===== config.mk =====
export PLATFORM = sky130hd
export DESIGN_NAME = tfs_rate
export DESIGN_NICKNAME = d
export VERILOG_FILES = /design/src/rtl/timeline_frame_snapper_macros.svh /design/src/rtl/tfs_pkg.sv /design/src/rtl/tfs_rate.sv
export SDC_FILE = /design/constraint.sdc
export NUM_CORES = 1
export LEC_CHECK = 0
export ABC_CLOCK_PERIOD_IN_PS = 5500
export BUFFER_PORTS_ARGS = -buffer_cell sky130_fd_sc_hd__buf_4
export CORE_AREA = 2 2 228 230
export DETAILED_ROUTE_END_ITERATION = 16
export DIE_AREA = 0 0 230 232
export PLACE_DENSITY = 0.61
export SETUP_SLACK_MARGIN = 0.02
export SLEW_MARGIN = 20
export SYNTH_ARGS = -nofsm -noshare
export SYNTH_HDL_FRONTEND = slang
export SYNTH_SLANG_ARGS = --single-unit

===== constraint.sdc =====
create_clock -name clk -period 5.5 [get_ports clk]
set_input_delay 0 -clock clk [delete_from_list [all_inputs] [get_ports clk]]
set_output_delay 0 -clock clk [all_outputs]
set_load 0.05 [all_outputs]

===== src/rtl/timeline_frame_snapper_macros.svh =====
// ----------------------------------------------------------------------------
// Assertion macros
// Concurrent assertion wrappers; empty when SYNTH is defined.
// ----------------------------------------------------------------------------
`ifndef TIMELINE_FRAME_SNAPPER_MACROS_SVH
`define TIMELINE_FRAME_SNAPPER_MACROS_SVH

`ifndef SYNTH
`define TFS_ASSERT_IMP(lbl, ante, cons, msg) \
    lbl: assert property (@(posedge clk) disable iff (!rst_n) (ante) |-> (cons)) \
        else $error(msg);
`define TFS_ASSERT_NXT(lbl, ante, cons, msg) \
    lbl: assert property (@(posedge clk) disable iff (!rst_n) (ante) |=> (cons)) \
        else $error(msg);
`else
`define TFS_ASSERT_IMP(lbl, ante, cons, msg)
`define TFS_ASSERT_NXT(lbl, ante, cons, msg)
`endif

`endif


===== src/rtl/tfs_pkg.sv =====
// ----------------------------------------------------------------------------
// tfs_pkg
// Shared types and constants of the frame snapper.
// ----------------------------------------------------------------------------
package tfs_pkg;

    localparam int DATA_W     = 64;
    localparam int TPF_W      = 61;
    localparam int CFG_W      = 31;
    localparam int TPS_W      = 30;
    localparam int DIV_STEPS  = 64;
    localparam int RATE_STEPS = 61;
    localparam int CNT_W      = 6;

    localparam logic [TPS_W-1:0] TICK_RATE_HZ = 30'd705600000;

    localparam logic [1:0] CFG_NUMERATOR   = 2'd0;
    localparam logic [1:0] CFG_DENOMINATOR = 2'd1;

    typedef enum logic [1:0] {
        OP_ROUND = 2'd0,
        OP_FLOOR = 2'd1,
        OP_LAST  = 2'd2,
        OP_SEEK  = 2'd3
    } op_t;

    // side data carried along the remainder pipeline
    typedef struct packed {
        op_t              op;
        logic             neg;
        logic             force_zero;
        logic [DATA_W-1:0] x;
        logic [DATA_W-1:0] d;
    } item_t;

    typedef struct packed {
        logic [TPF_W-1:0] tpf;
        logic             ok;
        logic             busy;
    } rate_t;

endpackage


===== src/rtl/tfs_rate.sv =====
// ----------------------------------------------------------------------------
// tfs_rate
// Rate registers and a bit-serial divider for ticks per frame.
// ----------------------------------------------------------------------------
module tfs_rate
    import tfs_pkg::*;
(
    input  logic             clk,
    input  logic             rst_n,
    input  logic             cfg_we,
    input  logic [1:0]       cfg_index,
    input  logic [CFG_W-1:0] cfg_data,
    output rate_t            rate
);

    logic [CFG_W-1:0] numer_reg, numer_next;
    logic [CFG_W-1:0] denom_reg, denom_next;
    logic             load_reg, load_next;
    logic [TPF_W-1:0] n_reg, n_next;
    logic [TPF_W-1:0] q_reg, q_next;
    logic [CFG_W-1:0] r_reg, r_next;
    logic [CNT_W-1:0] cnt_reg, cnt_next;

    logic [TPF_W-1:0] prod;
    logic [CFG_W:0]   r_sh;
    logic [CFG_W:0]   r_sub;
    logic             ge;

    assign prod  = {{(TPF_W-TPS_W){1'b0}}, TICK_RATE_HZ} *
                   {{(TPF_W-CFG_W){1'b0}}, denom_reg};
    assign r_sh  = {r_reg, n_reg[TPF_W-1]};
    assign r_sub = r_sh - {1'b0, numer_reg};
    assign ge    = r_sh >= {1'b0, numer_reg};

    always_comb
    begin
        numer_next = numer_reg;
        denom_next = denom_reg;
        load_next  = load_reg;
        n_next     = n_reg;
        q_next     = q_reg;
        r_next     = r_reg;
        cnt_next   = cnt_reg;
        if (load_reg)
        begin
            n_next    = prod;
            q_next    = '0;
            r_next    = '0;
            cnt_next  = CNT_W'(RATE_STEPS);
            load_next = 1'b0;
        end
        else if (cnt_reg != '0)
        begin
            n_next   = {n_reg[TPF_W-2:0], 1'b0};
            q_next   = {q_reg[TPF_W-2:0], ge};
            r_next   = ge ? r_sub[CFG_W-1:0] : r_sh[CFG_W-1:0];
            cnt_next = cnt_reg - 1'b1;
        end
        if (cfg_we && cfg_index == CFG_NUMERATOR)
        begin
            numer_next = cfg_data;
            load_next  = 1'b1;
        end
        else if (cfg_we && cfg_index == CFG_DENOMINATOR)
        begin
            denom_next = cfg_data;
            load_next  = 1'b1;
        end
    end

    always_ff @(posedge clk or negedge rst_n)
    begin
        if (!rst_n)
        begin
            numer_reg <= CFG_W'(30);
            denom_reg <= CFG_W'(1);
            load_reg  <= 1'b1;
            n_reg     <= '0;
            q_reg     <= '0;
            r_reg     <= '0;
            cnt_reg   <= '0;
        end
        else
        begin
            numer_reg <= numer_next;
            denom_reg <= denom_next;
            load_reg  <= load_next;
            n_reg     <= n_next;
            q_reg     <= q_next;
            r_reg     <= r_next;
            cnt_reg   <= cnt_next;
        end
    end

    assign rate.tpf  = q_reg;
    assign rate.ok   = (numer_reg != '0) && (denom_reg != '0) && (q_reg != '0);
    assign rate.busy = load_reg || (cnt_reg != '0);

endmodule


Word-level counts from Yosys, hierarchy flattened
Index checks and enable logic that the tools add are counted.
- add/subtract/negate cells: 2
- multipliers: 1
- magnitude comparators: 1
- equality and inequality tests: 1
- muxes and demuxes: 11
- bitwise gates (word level): 1
- reduce and logical (&&, ||, !) cells: 12
- operators with widths (operator ; number):
    $mux W61 ; 4
    $mux W31 ; 3
    $reduce_bool A31 Y1 ; 2
    $reduce_bool A61 Y1 ; 1
    $mul A21 B31 Y52 const A ; 1
    $ge A32 B31 Y1 ; 1
    $sub A31 B31 Y31 ; 1
    $mux W6 ; 2
    $reduce_bool A6 Y1 ; 1
    $sub A6 B1 Y6 const B ; 1
    $logic_and A1 B1 Y1 ; 4
    $eq A2 B1 Y1 const B ; 1
    $logic_not A2 Y1 ; 1
    $mux W1 ; 2
    $reduce_and A2 Y1 ; 1
    $reduce_bool A2 Y1 ; 1
    $logic_or A1 B1 Y1 ; 1
    $not A1 Y1 ; 1
- register bits after elaboration: 222
- input bits: 36
- output and inout bits: 63
- logic and storage cells: 36

Logic depth before layout (Yosys ltp)
Gate-level depths: netlist (run 1).
- depth after elaboration: 4
- depth in mapped cells: 25
- gate-level depth less buffers: 24

Worst setup path after synthesis (run 1)
No wires, ideal clock.
- path type: flip-flop to flip-flop
- from: reg denom_reg[8]
- to: reg n_reg[57]
- arrival: 5.735 ns
- data required time: 5.377 ns
- setup slack: -0.357 ns
- cell stages (with the launch flop): 24
- clock period less this slack: 5.857 ns
- path through: dfrtp_1 ha_1 inv_1 fa_1 inv_1 ha_1 fa_1 inv_1 fa_1 inv_1 fa_1 inv_1 fa_1 inv_1 ha_1 a21o_1 a21o_1 a21o_1 a21o_1 a21oi_4 o32ai_4 a2111oi_4 xor2_1 o21ai_1
- cells in the longest elaborated chain, start to end: 2
- ends and longest elaborated chain (what ; line ; RTL):
    start: declaration ; tfs_rate.sv:17 ; logic [CFG_W-1:0] denom_reg, denom_next;
    start signal: assignment ; tfs_rate.sv:86 ; denom_reg <= denom_next;
    $mul A21 B31 Y52 ; tfs_rate.sv:29 ; assign prod = {{(TPF_W-TPS_W){1'b0}}, TICK_RATE_HZ} *
    $mux W61 ; tfs_rate.sv:44 ; if (load_reg)
    end signal: assignment ; tfs_rate.sv:88 ; n_reg <= n_next;
    end: declaration ; tfs_rate.sv:19 ; logic [TPF_W-1:0] n_reg, n_next;
No other way between the ends.
A chain may end at the register's enable or synchronous reset.

Final worst setup path (run 1)
- from: reg denom_reg[22]
- to: reg n_reg[56]
The elaborated chain is that of the path after synthesis.

==> results of run 1 <==
-- how the worst max path moves through the flow --
stage / startpoint / end / slack [ns] / depth (start not counted)
finish: denom_reg[22] / n_reg[56] / -0.30 / 22
global route: denom_reg[22] / n_reg[56] / -0.48 / 22
CTS: denom_reg[16] / n_reg[50] / -0.37 / 23
global placement: denom_reg[6] / n_reg[50] / -0.44 / 22
detailed placement: denom_reg[6] / n_reg[50] / -0.45 / 22
floorplan: denom_reg[8] / n_reg[57] / 0.006 / 23
-- final cells by class --
class / instances / area (µm²)
multi-input cells: 1714 / 16900
inverters: 479 / 1820
well taps: 680 / 851
repair buffers: 448 / 3710
clock buffers: 36 / 708
clock inverters: 12 / 88.8
flip-flops and latches: 213 / 5380
fillers: 4474 / 21500
-- worst max-delay path, cell delays in order (launching register included) --
cell	delay, ns
dfrtp_2	0.44
buf_6	0.13
ha_1	0.26
inv_1	0.05
fa_1	0.51
inv_2	0.05
ha_4	0.22
fa_1	0.53
fa_1	0.45
fa_1	0.53
inv_2	0.04
fa_1	0.52
inv_1	0.04
ha_2	0.17
a21o_1	0.17
a21o_1	0.19
a21oi_2	0.15
o21ai_1	0.10
a221o_1	0.30
a21o_1	0.21
a31o_4	0.24
a2111oi_4	0.28
nor3_1	0.09
-- Yosys cell counts, types with 4 or more instances --
library cell | n | area share [%]
nand3_1 | 22 | 0.49
o21bai_1 | 14 | 0.46
dfstp_2 | 6 | 0.69
mux2_2 | 32 | 1.6
a311oi_1 | 9 | 0.35
a21o_1 | 50 | 1.7
ha_1 | 338 | 19
o21ai_1 | 13 | 0.29
o21ai_0 | 110 | 2.4
mux2i_1 | 41 | 1.8
nor3_1 | 20 | 0.44
nor4_1 | 24 | 0.66
a21oi_1 | 163 | 3.6
buf_4 | 6 | 0.20
o211ai_1 | 8 | 0.26
and4_1 | 5 | 0.19
inv_1 | 478 | 7.9
nor2_1 | 66 | 1.1
o22ai_1 | 5 | 0.14
o31ai_1 | 4 | 0.13
buf_1 | 8 | 0.13
and2_1 | 7 | 0.19
or3_1 | 6 | 0.17
nand4_1 | 23 | 0.63
dfrtp_1 | 207 | 23
nand2_1 | 326 | 5.4
xnor2_1 | 48 | 1.9
and3_1 | 24 | 0.66
nand2b_1 | 6 | 0.17
nor2b_1 | 13 | 0.36
a211oi_1 | 19 | 0.63
a31oi_1 | 11 | 0.30
xor2_1 | 32 | 1.2
fa_1 | 203 | 18
buf_2 | 11 | 0.24
o21a_1 | 12 | 0.40
clkbuf_1 | 56 | 0.93
a21oi_2 | 4 | 0.15
-- cell families after synthesis --
family / count (synthesis)
AOI/OAI and AO/OA: 460
DFF: 213
and+or+nand+nor: 560
xor gates and xnor gates: 80
muxes: 73
adders and majority gates: 541
buffers and inverters: 564
-- repair_timing --
| item | 4_1_cts | 5_1_grt |
|---|---|---|
| hold buffers | 34 | 0 |
| endpoints found under the setup margin | 29 | 35 |
| buffers inserted | 40 | 27 |
| endpoints found under the hold margin | 182 | 0 |
| resized for setup | 133 | 131 |
| pin swaps | 113 | 112 |
-- cell usage in the layout, fill, tap and decap left out, drive strengths merged, types with 9 or more instances in the layout --
master and instances:
xor2 32, o21bai 14, and3 24, nand2 326, nand3 23, buf 414, nor2b 13, nor3 21
clkbuf 36, dfrtp 207, mux2i 41, a311oi 9, a211oi 21, a31oi 13, dlygate4sd3 34, fa 203
a21o 51, xnor2 48, nor4 24, a21oi 169, mux2 32, o21a 12, nand4 23, nor2 67
o21ai 124, inv 481, ha 338
-- metrics by stage --
stage,setup TNS [ns],setup WS (ns),hold slack (ns)
CTS,-5.50,-0.369,0.0383
finish,-4.21,-0.304,0.0698
global placement,-6.68,-0.438,0.152
floorplan,0,0.00598,-0.296
detailed placement,-7.21,-0.447,0.153
global route,-9.25,-0.483,0.113
-- routing by layer --
| metal | wire [µm] | GRT usage [%] | vias up |
|---|---|---|---|
| met5 | 0 | 0 | - |
| met4 | 2410 | 8.31 | 0 |
| met3 | 2140 | 2.20 | 99 |
| met2 | 32700 | 44.2 | 372 |
| met1 | 29900 | 33.7 | 9339 |
| li1 | - | - | 8954 |
==> key figures, run 1 <==
Clock network
  – CTS tree: built
  – Clock Path Buffers: 3
  – Root buffer cell: clkbuf_16
  – H-tree Lvls: 1
  – Worst skew pair latency: 0.57 ns
  – Clock slew at reported path FFs: 0.06 ns
  – Num CTS Buffers: 26
  – # clock sinks: 213

STA
  – Final hold vios: 0
  – RSZ-0062 raised after global routing: true
  – Slew headroom: 26.0%
  – Final min period: 5.80 ns
  – Setup Viol. Count Final: 24
  – Worst Skew: 0.0294 ns
  – Max frequency: 0.172 GHz
  – Final period util: 106%
  – Fin. max-slew vios: 0
  – Final setup margin: -0.304 ns
  – Worst-margin pin slew: 1.11 ns

Global routing
  – Global-route wire length before repair: 107,000 µm
  – Largest net degree at the start of global routing: 122
  – Total grt overflow: 0
  – Initial antenna violation count: 0
  – Number of global-route vias before repair: 19.8k
  – Gr usage total: 25.5%

Hold path
  – Worst hold path cell count: 5
  – Hold path startpoint: cfg_index[0]
  – Hold EP: numer_reg[4]
  – Hold Path Class: in -> reg

Final layout
  – Final Instance Area: 29,400 µm²
  – Finished Layout Cells: 3,582
  – Final core occ: 57.8%
  – Area growth from synthesis to layout: 29.6%
  – Antenna diode count: 0
  – Nets: 3,459
  – Max reg flops: 61
  – Layout cells sized above 1: 27.5%

Synth
  – Cell variety after synth: 82
  – Post-synthesis net count: 3,068
  – Yosys warnings: 0
  – Adder-cell share of the synthesized area: 36.5%
  – Post-Synth Simple-Gate Area: 11.1%
  – Largest family of logic cells by synthesized area: adder cells
  – Xor/xnor cell area share of the yosys netlist: 3.09%
  – Yosys reg bits: 213
  – Mapped Cells: 2,491
  – Post-synthesis mux area share: 3.40%
  – Mapped cell area: 22,700 µm²
  – Post-synth EDFFs: 0
  – Compound-Gate Fraction of Synth Area: 12.8%
  – Sequential area share after synthesis: 23.5%
  – Syn Area/Cell: 9.11 µm²
  – Post-synthesis async set-or-reset flop share: 100%
  – Post-synth top flop: dfrtp_1

Worst setup path
  – Critical Path Source Type: register
  – Nature of the critical path endpoint: register
  – Reg2reg start: denom_reg[22]
  – RR Endpoint: n_reg[56]
  – Reg-to-reg slack, setup: -0.30 ns
  – Reg2reg path depth: 22
  – Crit Path Class: reg -> reg
  – Crit path required time: 5.93 ns
  – Peak fanout along the critical path: 3
  – Critical Path AT: 6.24 ns

Detailed routing
  – Initial drt markers: 1,096
  – Routed length per instance: 18.8 µm
  – DR vias: 18.8k
  – Final wirelength: 67,200 µm
  – Post-DRT Antenna Nets: 0
  – Vias per std cell: 5.24
  – DRC viols: 0
  – Total iterations of the first detailed-routing run: 5

Die
  – Num ports: 99
  – Initial core utilization: 44.6%
  – Die height: 232 µm
  – Row count: 83
  – Core Area: 50,900 µm²
  – Die X: 230 µm
  – Die area: 53,400 µm²

Run status
  – Status: finished with violations
  – Failing checks: setup timing

Placed design
  – Buffers added on ports: 98
  – Placed Cells: 3,434
  – Post-DP HPWL: 52,900 µm
  – Placed Area: 26,500 µm²
  – GPL Wtd Cong: 0.957

Job
  – Max cap viols: 0
Power of run 1 is not shown: default switching activity piles up to over one toggle a cycle in this logic, so the estimate is an artifact.
==> run 2, diff against run 1 <==
--- a/config.mk
+++ b/config.mk
@@ -5,11 +5,12 @@
 export SDC_FILE = /design/constraint.sdc
 export NUM_CORES = 1
 export LEC_CHECK = 0
+export ABC_AREA = 1
 export ABC_CLOCK_PERIOD_IN_PS = 5500
 export BUFFER_PORTS_ARGS = -buffer_cell sky130_fd_sc_hd__buf_4
-export CORE_AREA = 2 2 228 230
+export CORE_AREA = 2 2 238 240
 export DETAILED_ROUTE_END_ITERATION = 16
-export DIE_AREA = 0 0 230 232
+export DIE_AREA = 0 0 240 242
 export PLACE_DENSITY = 0.61
 export SETUP_SLACK_MARGIN = 0.02
 export SLEW_MARGIN = 20
==> run 2 against run 1 <==
Effect of this change: non-clock buffer count down 98; die area increased by 8.8%; flip-flop and latch count unchanged; design area is 4.3% higher; maximum frequency up 7.2%; synthesized area increased by 8.8%; critical path type unchanged; count of clock-buffer cells in the layout rose by 3; sequential share of layout area fell by 0.80 points; core utilization down 2.7 points; the flow now finishes without violations.
==> key figures, run 2 <==
Worst setup path
  – Crit path required time: 5.97 ns (was 5.93 ns)
  – CP most frequent cell: fa_1 (unchanged)
  – Crit path largest cell delay: 0.55 ns (was 0.53 ns)
  – Peak fanout along the critical path: 4 (was 3)
  – Crit-path cells: inv_1, ha_1, inv_1, fa_1, inv_1, ha_4, fa_1, fa_2, fa_1, inv_2, fa_1, inv_2, ha_4, nand2_4, nor2_4, and2_4, nand4_1, nand3b_1, buf_4, a21oi_1, o21ai_1, nand3_1 (was buf_6, ha_1, inv_1, fa_1, inv_2, ha_4, fa_1, fa_1, fa_1, inv_2, fa_1, inv_1, ha_2, a21o_1, a21o_1, a21oi_2, o21ai_1, a221o_1, a21o_1, a31o_4, a2111oi_4, nor3_1)
  – Critical Path Source Type: register (unchanged)
  – Nature of the critical path endpoint: register (unchanged)
  – Crit Path Class: reg -> reg (unchanged)
  – Slowest CP cell: fa_1 (unchanged)
  – Critical Path AT: 5.88 ns (was 6.24 ns)

Detailed routing
  – Routed length per instance: 17.1 µm (was 18.8 µm)
  – Post-DRT Antenna Nets: 0 (unchanged)
  – DRC viols: 0 (unchanged)
  – Total iterations of the first detailed-routing run: 5 (unchanged)
  – Final wirelength: 75,900 µm (was 67,200 µm)
  – Vias per std cell: 4.85 (was 5.24)
  – DR vias: 21.5k (was 18.8k)
  – Initial drt markers: 1,304 (was 1,096)

Clock network
  – Num CTS Buffers: 28 (was 26)
  – Worst skew pair latency: 0.61 ns (was 0.57 ns)
  – H-tree Lvls: 1 (unchanged)
  – Clock slew at reported path FFs: 0.07 ns (was 0.06 ns)
  – # clock sinks: 213 (unchanged)
  – Root buffer cell: clkbuf_16 (unchanged)
  – CTS tree: built (unchanged)
  – Clock Path Buffers: 3 (unchanged)

Synth
  – Largest family of logic cells by synthesized area: adder cells (unchanged)
  – Yosys warnings: 0 (unchanged)
  – Post-Synth Simple-Gate Area: 21.2% (was 11.1%)
  – Area leader, netlist: dfrtp_1 (unchanged)
  – Cell variety after synth: 42 (was 82)
  – Most frequent cell after synthesis: inv_1 (unchanged)
  – Mapped cell area: 24,700 µm² (was 22,700 µm²)
  – Post-synth top flop: dfrtp_1 (unchanged)
  – Compound-Gate Fraction of Synth Area: 6.67% (was 12.8%)
  – Share of the synthesized area in the top cell type: 21.0% (was 22.8%)
  – Post-synthesis async set-or-reset flop share: 100% (unchanged)
  – Synth area leaders: dfrtp_1, ha_1, fa_1, inv_1, nand2_1 (unchanged)
  – Yosys reg bits: 213 (unchanged)
  – Post-synth EDFFs: 0 (unchanged)
  – Mapped Cells: 3,325 (was 2,491)
  – Xor/xnor cell area share of the yosys netlist: 1.31% (was 3.09%)
  – Syn Area/Cell: 7.42 µm² (was 9.11 µm²)
  – Post-synthesis mux area share: 0% (was 3.40%)
  – Sequential area share after synthesis: 21.6% (was 23.5%)
  – Post-synthesis net count: 3,902 (was 3,068)
  – Adder-cell share of the synthesized area: 33.6% (was 36.5%)
  – Synth cell count leaders: inv_1, nand2_1, ha_1 (was inv_1, ha_1, nand2_1)

STA
  – Final period util: 98.4% (was 106%)
  – Max frequency: 0.185 GHz (was 0.172 GHz)
  – Final min period: 5.41 ns (was 5.80 ns)
  – Worst Skew: 0.0257 ns (was 0.0294 ns)
  – Final hold vios: 0 (unchanged)
  – Slew headroom: 31.0% (was 26.0%)
  – Setup Viol. Count Final: 0 (was 24)
  – Fin. max-slew vios: 0 (unchanged)
  – Worst-margin pin slew: 1.03 ns (was 1.11 ns)
  – RSZ-0062 raised after global routing: true (unchanged)

Die
  – Row count: 87 (was 83)
  – Die X: 240 µm (was 230 µm)
  – Num ports: 99 (unchanged)
  – Die height: 242 µm (was 232 µm)
  – Initial core utilization: 44.3% (was 44.6%)
  – Die area: 58,100 µm² (was 53,400 µm²)
  – Core Area: 55,700 µm² (was 50,900 µm²)

Final layout
  – Max reg flops: 61 (unchanged)
  – Most common library cell in the layout ignoring fill and taps: inv_1 (unchanged)
  – Layout cells sized above 1: 19.0% (was 27.5%)
  – Commonest cells after routing, fill and taps aside: inv_1, nand2_1, buf_4, ha_1, fa_1 (was inv_1, buf_4, nand2_1, ha_1, fa_1)
  – Area growth from synthesis to layout: 24.4% (was 29.6%)
  – Nets: 4,225 (was 3,459)
  – Final core occ: 55.1% (was 57.8%)

Global routing
  – Largest net degree at the start of global routing: 144 (was 122)
  – Global-route wire length before repair: 119,000 µm (was 107,000 µm)
  – Gr usage total: 26.5% (was 25.5%)
  – Total grt overflow: 0 (unchanged)
  – Number of global-route vias before repair: 21.3k (was 19.8k)
  – Initial antenna violation count: 4 (was 0)

Placed design
  – GPL Wtd Cong: 0.964 (was 0.957)
  – Post-DP HPWL: 60,900 µm (was 52,900 µm)
  – Buffers added on ports: 98 (unchanged)

Hold path
  – Hold Path Class: in -> reg (unchanged)

Run status
  – Status: finished clean (was finished with violations)

Job
  – Max cap viols: 0 (unchanged)
==> run 2: cell count changes after synthesis, sizes merged, moves of 27 or more <==
cell,before,now
nor2,67,141
inv,478,956
o22ai,5,84
nand2,326,850
a21o,51,6
mux2i,41,0
nand3,23,134
a21oi,169,67
o21ai,124,90
mux2,32,0
nand4,23,69
clkbuf,58,31
==> run 2: final timing paths <==
check | to | start | cells past startpoint | slack [ns]
min in group asynchronous | denom_reg[10] | rst_n | 3 | 0.51
hold reg to reg | n_reg[14] | n_reg[13] | 2 | 0.48
setup / recovery | n_reg[33] | denom_reg[10] | 22 | 0.09
setup reg to reg | n_reg[33] | denom_reg[10] | 22 | 0.09
max in group asynchronous | denom_reg[7] | rst_n | 4 | 3.67
hold / removal | denom_reg[0] | cfg_index[0] | 4 | 0.04
==> run 2: what timing repair did <==
item / in CTS / in global routing
hold buffers: 36 / 0
endpoints found under the setup margin: 30 / 39
pin swaps: 11 / 143
resized for setup: 69 / 299
hold endpoints to repair: 133 / 0
buffers inserted: 6 / 28
==> run 2: kinds of logic (layout without fill, tap and decap cells) <==
| kind of cell | after synthesis | count (layout) |
|---|---|---|
| adders and majority gates | 541 | 541 |
| AOI/OAI and AO/OA | 282 | 282 |
| xor gates and xnor gates | 37 | 37 |
| buffers and inverters | 1013 | 1357 |
| DFF | 213 | 213 |
| and+or+nand+nor | 1239 | 1239 |
| other | 0 | 1 |
==> run 2: cell type report <==
cell class | instances | area (µm²)
Tap cell | 756 | 946
Timing Repair Buffer | 350 | 2790
Clock buffer | 39 | 802
Clock inverter | 12 | 156
Fill cell | 5329 | 25000
Antenna cell | 1 | 2.50
Sequential cell | 213 | 5370
Inverter | 956 | 3600
Multi-Input combinational cell | 2099 | 17000
==> run 2: per-layer routing <==
layer  share of wire [%]  wire length, µm  GRT usage [%]  up-vias
li1                    -                -              -    10741
met1                  45            34100           36.0    10162
met2                  46            34700           42.4      445
met3                 5.6             4270           5.22       99
met4                 3.6             2760           8.39        6
met5               0.054               41              0        -
==> run 2: stage by stage <==
| stage | TNS [ns] | hold slack, ns | std cells | instance area, µm² | setup slack (ns) |
|---|---|---|---|---|---|
| 6_report | 0 | 0.0386 | 4426 | 30700 | 0.0879 |
| 5_1_grt | -0.171 | 0.119 | 4425 | 30700 | -0.0276 |
| 2_1_floorplan | 0 | -0.296 | 3325 | 24700 | 0.296 |
| 4_1_cts | 0 | 0.127 | 4397 | 29200 | 0.00296 |
| 3_5_place_dp | -2.15 | 0.0433 | 4304 | 27500 | -0.178 |
| 3_3_place_gp | -1.93 | 0.0368 | 4304 | 27500 | -0.191 |
==> run 2: worst max-delay path, delay by kind of cell (launching register included) <==
kind                     cells  cell delay, ns
AO/OA/AOI/OAI                2            0.17
adder cells (fa/ha/maj)      8            3.39
buffers and inverters        6            0.44
flip-flops                   1            0.47
AND/OR/NAND/NOR              6            0.80
Power of run 2 is left out for the same reason.
